$ cat src/hdl/mnsv_pkg.sv
`timescale 1ns / 1ps

package mnsv_pkg;

   localparam int VALVES_DEF    = 6;
   localparam int TICK_BITS_DEF = 32;

   // visible pins on the result channel
   localparam int PIN_BITS      = 6;
   localparam int BYTE_BITS     = 8;
   localparam int POS_BITS      = 7;
   // valve index wide enough for up to 16 valves
   localparam int IDX_BITS      = 4;

   localparam logic [BYTE_BITS-1:0] STATUS_NOTE_ON = 8'h90;
   localparam logic [BYTE_BITS-1:0] NOTE_VALVE0    = 8'h43;
   localparam logic [BYTE_BITS-1:0] NOTE_VALVE1    = 8'h45;
   localparam logic [BYTE_BITS-1:0] NOTE_VALVE2    = 8'h47;
   localparam logic [BYTE_BITS-1:0] NOTE_VALVE3    = 8'h48;
   localparam logic [BYTE_BITS-1:0] NOTE_VALVE4    = 8'h4A;

   typedef enum logic [1:0] {
      PH_IDLE     = 2'd0,
      PH_NOTE     = 2'd2,
      PH_VELOCITY = 2'd3
   } phase_type;

   typedef struct packed {
      logic                valid;
      logic [IDX_BITS-1:0] idx;
      logic [POS_BITS-1:0] target;
   } move_type;

   typedef struct packed {
      logic                hit;
      logic [IDX_BITS-1:0] idx;
   } note_map_type;

   function automatic note_map_type note_to_valve(input logic [BYTE_BITS-1:0] note);
      note_map_type m;
      m.hit = 1'b1;
      m.idx = '0;
      case (note)
         NOTE_VALVE0: m.idx = IDX_BITS'(0);
         NOTE_VALVE1: m.idx = IDX_BITS'(1);
         NOTE_VALVE2: m.idx = IDX_BITS'(2);
         NOTE_VALVE3: m.idx = IDX_BITS'(3);
         NOTE_VALVE4: m.idx = IDX_BITS'(4);
         default:     m.hit = 1'b0;
      endcase
      return m;
   endfunction

endpackage

$ cat src/hdl/mnsv_parser.sv
`timescale 1ns / 1ps

module mnsv_parser (
   input  logic                      clock,
   input  logic                      reset,
   input  logic                      byte_en,
   input  logic [7:0]                byte_data,
   output mnsv_pkg::move_type        move
);
   import mnsv_pkg::*;

   phase_type              phase_ff, phase_in;
   logic [BYTE_BITS-1:0]   status_ff, status_in;
   logic [BYTE_BITS-1:0]   note_ff, note_in;
   note_map_type           map;

   always_ff @(posedge clock) begin
      if (reset) begin
         phase_ff  <= PH_IDLE;
         status_ff <= '0;
         note_ff   <= '0;
      end else begin
         phase_ff  <= phase_in;
         status_ff <= status_in;
         note_ff   <= note_in;
      end
   end

   // a status byte always restarts; there is no separate status phase
   always_comb begin
      phase_in = phase_ff;
      if (byte_en) begin
         if (byte_data[7]) begin
            phase_in = PH_NOTE;
         end else begin
            unique case (phase_ff)
               PH_NOTE:     phase_in = PH_VELOCITY;
               PH_VELOCITY: phase_in = PH_IDLE;
               default:     phase_in = phase_ff;
            endcase
         end
      end
   end

   always_comb begin
      status_in   = status_ff;
      note_in     = note_ff;
      map         = note_to_valve(note_ff);
      move.valid  = 1'b0;
      move.idx    = map.idx;
      move.target = byte_data[POS_BITS-1:0];
      if (byte_en) begin
         if (byte_data[7]) begin
            status_in = byte_data;
         end else begin
            unique case (phase_ff)
               PH_NOTE:     note_in = byte_data;
               PH_VELOCITY: move.valid = map.hit && (status_ff == STATUS_NOTE_ON);
               default:     move.valid = 1'b0;
            endcase
         end
      end
   end

endmodule

$ cat src/hdl/mnsv_valves.sv
`timescale 1ns / 1ps

module mnsv_valves #(
   parameter int VALVES    = mnsv_pkg::VALVES_DEF,
   parameter int TICK_BITS = mnsv_pkg::TICK_BITS_DEF
) (
   input  logic                clock,
   input  logic                reset,
   input  logic                tick_en,
   input  mnsv_pkg::move_type  move,
   output logic [VALVES-1:0]   step_next,
   output logic [VALVES-1:0]   dir_next
);
   import mnsv_pkg::*;

   logic [POS_BITS-1:0]  pos_ff [VALVES];
   logic [POS_BITS-1:0]  pos_in [VALVES];
   logic [TICK_BITS-1:0] end_ff [VALVES];
   logic [TICK_BITS-1:0] end_in [VALVES];
   logic [VALVES-1:0]    armed_ff, armed_in;
   logic [VALVES-1:0]    step_ff, step_in;
   logic [VALVES-1:0]    dir_ff, dir_in;
   logic [TICK_BITS-1:0] count_ff, count_in;
   logic [POS_BITS-1:0]  distance;
   logic                 up;

   always_ff @(posedge clock) begin
      if (reset) begin
         for (int i = 0; i < VALVES; i++) begin
            pos_ff[i] <= '0;
            end_ff[i] <= '0;
         end
         armed_ff <= '0;
         step_ff  <= '0;
         dir_ff   <= '0;
         count_ff <= '0;
      end else begin
         for (int i = 0; i < VALVES; i++) begin
            pos_ff[i] <= pos_in[i];
            end_ff[i] <= end_in[i];
         end
         armed_ff <= armed_in;
         step_ff  <= step_in;
         dir_ff   <= dir_in;
         count_ff <= count_in;
      end
   end

   always_comb begin
      armed_in = armed_ff;
      step_in  = step_ff;
      dir_in   = dir_ff;
      count_in = count_ff;
      distance = '0;
      up       = 1'b0;
      for (int i = 0; i < VALVES; i++) begin
         pos_in[i] = pos_ff[i];
         end_in[i] = end_ff[i];
      end
      if (tick_en) begin
         for (int i = 0; i < VALVES; i++) begin
            if (end_ff[i] == count_ff) armed_in[i] = 1'b0;
         end
         step_in  = step_ff ^ armed_in;
         count_in = count_ff + TICK_BITS'(1);
      end else if (move.valid) begin
         for (int i = 0; i < VALVES; i++) begin
            if (move.idx == IDX_BITS'(i)) begin
               up        = move.target >= pos_ff[i];
               distance  = up ? (move.target - pos_ff[i]) : (pos_ff[i] - move.target);
               dir_in[i] = up;
               armed_in[i] = 1'b1;
               end_in[i] = count_ff + TICK_BITS'(distance);
               pos_in[i] = move.target;
            end
         end
      end
      step_next = step_in;
      dir_next  = dir_in;
   end

endmodule

$ cat src/hdl/midi_note_to_stepper_valves_top.sv
`timescale 1ns / 1ps

// MIDI note-on to stepper valve driver. Each request is either a received MIDI
// byte (req_tuser = 0) or one step timer tick (req_tuser = 1), and each
// request yields exactly one response carrying the step and direction pin
// levels after that request took effect. A note-on (status 0x90) for notes
// 0x43, 0x45, 0x47, 0x48, 0x4A moves valves 0..4 to the velocity position:
// direction is set, the valve is armed and its end tick is count plus
// distance; ticks toggle armed step pins and disarm valves that reached their
// end tick. There is no running status; data bytes while idle are dropped.
// Throughput is one request per clock while responses are taken; a request
// passes the input register, then the response register. The parser and the
// valve registers update in a single pass as the request moves into the
// response register, so a stalled response only holds the pipe when both fill.

module midi_note_to_stepper_valves_top #(
   parameter int VALVES    = mnsv_pkg::VALVES_DEF,
   parameter int TICK_BITS = mnsv_pkg::TICK_BITS_DEF
) (
   input  logic        clock,
   input  logic        reset,
   input  logic        req_tvalid,
   output logic        req_tready,
   input  logic [7:0]  req_tdata,   // [7:0] midi_byte
   input  logic [0:0]  req_tuser,   // [0] operation
   output logic        rsp_tvalid,
   input  logic        rsp_tready,
   output logic [15:0] rsp_tdata    // [5:0] step_pins, [11:6] dir_pins, [15:12] zero
);
   import mnsv_pkg::*;

   // input register
   logic                 in_valid_ff, in_valid_in;
   logic                 in_op_ff;
   logic [BYTE_BITS-1:0] in_byte_ff;

   // response register
   logic                 rsp_valid_ff, rsp_valid_in;
   logic [PIN_BITS-1:0]  step_pins_ff, dir_pins_ff;

   logic                 req_fire;
   logic                 advance;
   logic                 work_en;
   move_type             move;
   logic [VALVES-1:0]    step_next, dir_next;
   logic [VALVES+PIN_BITS-1:0] step_ext, dir_ext;

   // the response register frees up when empty or taken this cycle
   assign advance    = !rsp_valid_ff || rsp_tready;
   assign req_tready = !in_valid_ff || advance;
   assign req_fire   = req_tvalid && req_tready;
   assign work_en    = in_valid_ff && advance;

   always_comb begin
      in_valid_in = in_valid_ff;
      if (req_fire)     in_valid_in = 1'b1;
      else if (advance) in_valid_in = 1'b0;

      rsp_valid_in = rsp_valid_ff;
      if (work_en)         rsp_valid_in = 1'b1;
      else if (rsp_tready) rsp_valid_in = 1'b0;
   end

   always_ff @(posedge clock) begin
      if (reset) begin
         in_valid_ff  <= 1'b0;
         rsp_valid_ff <= 1'b0;
      end else begin
         in_valid_ff  <= in_valid_in;
         rsp_valid_ff <= rsp_valid_in;
      end
   end

   always_ff @(posedge clock) begin
      if (req_fire) begin
         in_op_ff   <= req_tuser[0];
         in_byte_ff <= req_tdata;
      end
      if (work_en) begin
         step_pins_ff <= step_ext[PIN_BITS-1:0];
         dir_pins_ff  <= dir_ext[PIN_BITS-1:0];
      end
   end

   mnsv_parser u_parser (
      .clock     (clock),
      .reset     (reset),
      .byte_en   (work_en && !in_op_ff),
      .byte_data (in_byte_ff),
      .move      (move)
   );

   mnsv_valves #(
      .VALVES    (VALVES),
      .TICK_BITS (TICK_BITS)
   ) u_valves (
      .clock     (clock),
      .reset     (reset),
      .tick_en   (work_en && in_op_ff),
      .move      (move),
      .step_next (step_next),
      .dir_next  (dir_next)
   );

   // pins beyond the valve count read zero; valves beyond the pins are hidden
   assign step_ext = {{PIN_BITS{1'b0}}, step_next};
   assign dir_ext  = {{PIN_BITS{1'b0}}, dir_next};

   assign rsp_tvalid = rsp_valid_ff;
   assign rsp_tdata  = {4'b0000, dir_pins_ff, step_pins_ff};

endmodule

$ cat config.mk
export PLATFORM = sky130hd
export DESIGN_NAME = midi_note_to_stepper_valves_top
export DESIGN_NICKNAME = d
export VERILOG_FILES = /design/src/hdl/mnsv_pkg.sv /design/src/hdl/mnsv_parser.sv /design/src/hdl/mnsv_valves.sv /design/src/hdl/midi_note_to_stepper_valves_top.sv
export SDC_FILE = /design/constraint.sdc
export NUM_CORES = 1
export LEC_CHECK = 0
export BUFFER_PORTS_ARGS = -buffer_cell sky130_fd_sc_hd__buf_2
export CAP_MARGIN = 10
export CORE_MARGIN = 1
export CORE_UTILIZATION = 47
export CTS_CLUSTER_DIAMETER = 100
export DETAILED_ROUTE_END_ITERATION = 10
export PLACE_DENSITY_LB_ADDON = 0.3
export SYNTH_ARGS = -nofsm -noshare
export SYNTH_HDL_FRONTEND = slang
export SYNTH_HIERARCHICAL = 1
export SYNTH_SLANG_ARGS = --single-unit
export TNS_END_PERCENT = 50
$ cat constraint.sdc
create_clock -name clock -period 5.6 [get_ports clock]
set_clock_uncertainty 0.2 [all_clocks]
set_input_delay 0 -clock clock [delete_from_list [all_inputs] [get_ports clock]]
set_output_delay 0 -clock clock [all_outputs]
set_load 0.01 [all_outputs]
Word-level counts from Yosys, hierarchy flattened. Memories as Yosys holds them, arrays and structs flattened. Index checks and enable logic that the tools add are counted.

Add/subtract/negate cells: 19. $lt $le $gt $ge: 6. Eq/ne operators: 19. Mux-type cells: 77. Bitwise logic cells: 14. Reductions and logical operators: 31.

Operators with widths (count): 192-bit two-way mux (2); 32-bit two-way mux (12); 32-bit by 7-bit adder with 32-bit output (6); 32-bit equality test (6); 7-bit two-way mux (18); 42-bit two-way mux (2); 7-bit subtractor (12); 7-bit greater-or-equal comparator (6); 7-bit equality test (second input constant) (5); 1-bit two-way mux (35); 32-bit by 1-bit adder with 32-bit output (second input constant) (1); 6-bit two-way mux (5); 2-bit nonzero test (9); 2-bit AND reduction (8); 1-bit OR (12); 3-bit one-hot mux with 4 select lines (1); 8-bit equality test (second input constant) (1); 3-bit by 2-bit equality test with 1-bit output (second input constant) (2); 3-bit equality test (second input constant) (2); 6-bit bitwise XOR (1); 1-bit logical AND (5); 5-bit OR reduction (1); 2-bit equality test (second input constant) (2); 4-bit zero test (1); other kinds (8) (11).

Bits in registers: 90. Bits in writable memories: 234. Logic and storage cells: 186. Memories kept: 2.

Memory list: u_valves.end_ff (depth 6, bits a word 32, read ports 6, clocked after memory_dff 0, write ports 6, RTL line mnsv_valves.sv:18) `logic [TICK_BITS-1:0] end_ff [VALVES];`; u_valves.pos_ff (depth 6, bits a word 7, read ports 6, clocked after memory_dff 0, write ports 6, RTL line mnsv_valves.sv:16) `logic [POS_BITS-1:0] pos_ff [VALVES];`.

Depth between registers and ports, before layout.
Depth in word-level cells: 10. Gate-level depth with buffers: 18.

Cells and area by module. The synthesis kept the hierarchy.

By module, submodules not included: mnsv_valves (times used 1, cells each 2358, area an instance 19147.1 um^2, sequential area each 5685.5 um^2); midi_note_to_stepper_valves_top (times used 1, cells each 38, area an instance 785.8 um^2, sequential area each 670.6 um^2); mnsv_parser (times used 1, cells each 93, area an instance 775.7 um^2, sequential area each 340.3 um^2).

Worst setup path after synthesis. OpenSTA, ideal clock, no wires.

Path type: register -> register. Start point: reg in_byte_ff[1]. End point: mem u_valves/end_ff[5][11] (netlist name). Setup time: 0.086 ns. Arrival time: 4.495 ns. Path slack: 0.819 ns. Cell stages (with the launch flop): 17. Clock period less this slack: 4.781 ns. Cell sequence: edfxtp_1 -> buf_4 -> inv_1 -> ha_1 -> o21ai_0 -> a21oi_1 -> o41ai_2 -> mux2i_1 -> xor2_1 -> ha_1 -> or2_2 -> a21oi_1 -> o21bai_1 -> clkbuf_1 -> nor2_1 -> xnor2_1 -> a211oi_1.

RTL lines: from (decl) (RTL line midi_note_to_stepper_valves_top.sv:35) `logic [BYTE_BITS-1:0] in_byte_ff;`; from (signal assigned) (RTL line midi_note_to_stepper_valves_top.sv:77) `in_byte_ff <= req_tdata;`; to (decl) (RTL line mnsv_valves.sv:18).

==> impl_metrics.toml <==
[outcome]
outcome = "complete, no violations"

[power_and_ir_drop]
internal-power_mw = 3.98
pwr-share-clk = 0.469
p_per_area_mw_per_mm2 = 233
p_seq_frac = 0.443
switching_power_mw = 1.33
sw_frac_of_total = 0.250
comb_power_share = 0.088
max-vdd-ir-drop_v = 0.000206
p_leak_nw = 7.65
design_power_total_mw = 5.30

[route]
routed-via-count = 17400
drc = 0
drt_iter0_markers = 1456
viasPerCell = 5.66
drtPass1Iterations = 6
ant_nets = 0
routedWlPerCell_um = 19.2
routed_wl_um = 59000

[cells_and_area]
multi_input_area_mm2 = 0.0129
fillerInstances = 4067
num_antenna_cells = 0
ff_latch_area_mm2 = 0.00670
area_growth_pct = 9.81
finalNetCount = 2607
drive_gt1_frac = 0.0729

[placement]
gp_congestion = 0.880
io_buffer_count = 26
hpwl_um = 40900

[logic_synthesis]
yosys-top-cells-count = "xnor2_1, dfxtp_1, nor2_1"
ys_async_sr_fraction = 0
synth.distinct_cells = 62
synthMostInstantiatedCell = "xnor2_1"
ys.flop_type = "dfxtp_1"
netlist_instances = 2489
yosys_register_bits = 324
yosysTopAreaCell = "dfxtp_1"
synth_area_leaders = "dfxtp_1, xnor2_1, ha_1"
yosysSeqAreaShare = 0.323
syn_area_per_cell_um2 = 8.32
synth_edf_count = 21
ys_warn_count = 6
netlist_area_mm2 = 0.0207
synth_top_area_frac = 0.293

[die]
die_area_mm2 = 0.0449
die_h_um = 212
io_pins = 31
die_x_um = 212
core_area_mm2 = 0.0433
initial_core_util = 0.479
row_count = 76

[clock_network]
cts_tree = "done"
clock_path_buffers = 3
cts_setup_buffers = 0
cts_made_buffers = 37
cts_num_sinks = 324
clk_pin_slew_ns = 0.06
cts_root_buf = "clkbuf_16"
htreeDepth = 2
worstSkewPairLatency_ns = 0.57

[setup_path]
startpoint_type = "flip-flop"
crit_path_end_kind = "flip-flop"
required_ns = 5.79
crit_fanout = 20
cp.arrival_ns = 5.06
path_class = "flip-flop to flip-flop"

[sta]
rsz0062_at_grt = "false"
period_minus_slack_ns = 4.88
post-route-period-util = 0.871
timing.final.max_slew_violations = 0
fmax_mhz = 205
max_slew.worst_pin.slew_ns = 1.21
setup_viol = 0
tns_ns = 0
hold_viol_final = 0
relSlewSlack = 0.193

[job]
max_cap_viol_count = 0

[grt]
grt_pass1_wl_um = 92800
grt-ovfl-total = 0
grt_pass1_vias = 16300
grt_max_degree = 174
gr-usage-all-layers = 0.265
antenna_found_initial = 0

[hold_path]
hp-class = "primary input to flip-flop"
==> cells in the final DEF, fill, tap and decap left out, types with 8 or more instances in the layout <==
cell type and n:
o21ai_0 76, nor2b_1 33, or3_1 51, dlygate4sd3_1 23
ha_1 121, inv_1 93, nor2_1 269, a21oi_1 173
o211ai_1 9, edfxtp_1 21, mux2i_1 38, nand2b_1 9
a31oi_1 8, nand4_1 57, buf_2 25, nor3_1 30
o31ai_1 9, and3_1 8, a211oi_2 10, nand3_1 57
o21a_1 12, buf_4 52, nand2_1 227, clkbuf_8 10
xnor2_1 307, nor4_1 16, xor2_1 77, dfxtp_1 303
fa_1 18, a21o_1 21, o21bai_1 19, a311oi_1 39
a211oi_1 119, clkbuf_16 37
==> cell type report <==
cell class | count | area share
Inverter | 94 | 0.0155
Multi-Input combinational cell | 1896 | 0.569
Clock inverter | 14 | 0.00622
Timing Repair Buffer | 102 | 0.0343
Tap cell | 585 | 0.0322
Clock buffer | 54 | 0.0479
Sequential cell | 324 | 0.294
==> path summary, 6_finish.rpt <==
kind | startpoint | end | slack (ns) | depth (start not counted)
hold reg to reg | u_valves/pos_ff[5][6] | u_valves/pos_ff[5][6] | 0.25 | 2
setup reg to reg | in_byte_ff[1] | u_valves/end_ff[0][31] | 0.72 | 15
setup / recovery | in_byte_ff[1] | u_valves/end_ff[0][31] | 0.72 | 15
hold / removal | req_tvalid | in_op_ff | 0.24 | 3
==> per-stage QoR <==
step            util  area, µm²  hold slack, ns  cells  worst slack (ns)
2_1_floorplan      -      20700          -0.138   2492             0.819
3_3_place_gp   0.492      21300         -0.0217   2978             0.883
3_5_place_dp   0.492      21300         -0.0189   2978             0.775
4_1_cts        0.526      22700           0.216   3069             0.760
5_1_grt        0.526      22700           0.261   3069             0.326
6_report       0.526      22700           0.238   3069             0.723
==> sequential cells by signal, indices dropped and copies added, names as in the netlist <==
name and flops:
dir_pins_ff 6, in_byte_ff 8, in_op_ff 1, in_valid_ff 1, rsp_tvalid 1, step_pins_ff 6, u_parser/note_ff 7, u_parser/phase_ff 2
u_parser/status_ff 8, u_valves/armed_ff 6, u_valves/count_ff 32, u_valves/dir_ff 6, u_valves/end_ff 192, u_valves/pos_ff 42, u_valves/step_ff 6
==> routing by layer <==
| layer | global-route usage | vias to the layer above | wire [µm] |
|---|---|---|---|
| li1 | - | 8497 | - |
| met1 | 0.360 | 8225 | 26900 |
| met2 | 0.430 | 535 | 26800 |
| met3 | 0.0362 | 126 | 3470 |
| met4 | 0.0900 | 0 | 1870 |
| met5 | 0 | - | 0 |
==> power by group through the flow <==
| stage | logic (mW) | clock network [mW] | registers, mW |
|---|---|---|---|
| finish | 0.466 | 2.49 | 2.35 |
| global placement | 0.440 | 0 | 2.40 |
| CTS | 0.464 | 2.53 | 2.35 |
| detailed placement | 0.450 | 0 | 2.40 |
| global route | 0.513 | 2.62 | 2.35 |
| floorplan | 0.339 | 0 | 2.40 |
==> cell families after synthesis <==
kind of cell / share of synthesized area
adders and majority gates: 0.0905
AOI/OAI and AO/OA: 0.161
and+or+nand+nor: 0.187
muxes: 0.0211
buffers and inverters: 0.0541
DFF: 0.323
other: 0.000363
xor gates and xnor gates: 0.162
==> timing repair <==
item	CTS	global route
hold endpoints to repair	152	0
hold buffers	23	0
gates resized for setup	0	0
endpoints found under the setup margin	0	0
==> worst max-delay path: stages, from the launching register on <==
cell and delay, ns:
edfxtp_1 0.38, inv_1 0.51, ha_1 0.37, o21ai_0 0.09
a21oi_1 0.10, o21ai_1 0.68, mux2i_1 0.30, xor2_1 0.28
ha_1 0.32, or2_2 0.29, a21oi_1 0.27, o21bai_1 0.17
buf_4 0.26, and2b_1 0.22, xnor2_1 0.17, a211oi_2 0.09
Note: power is estimated with default switching activity, not from simulation.
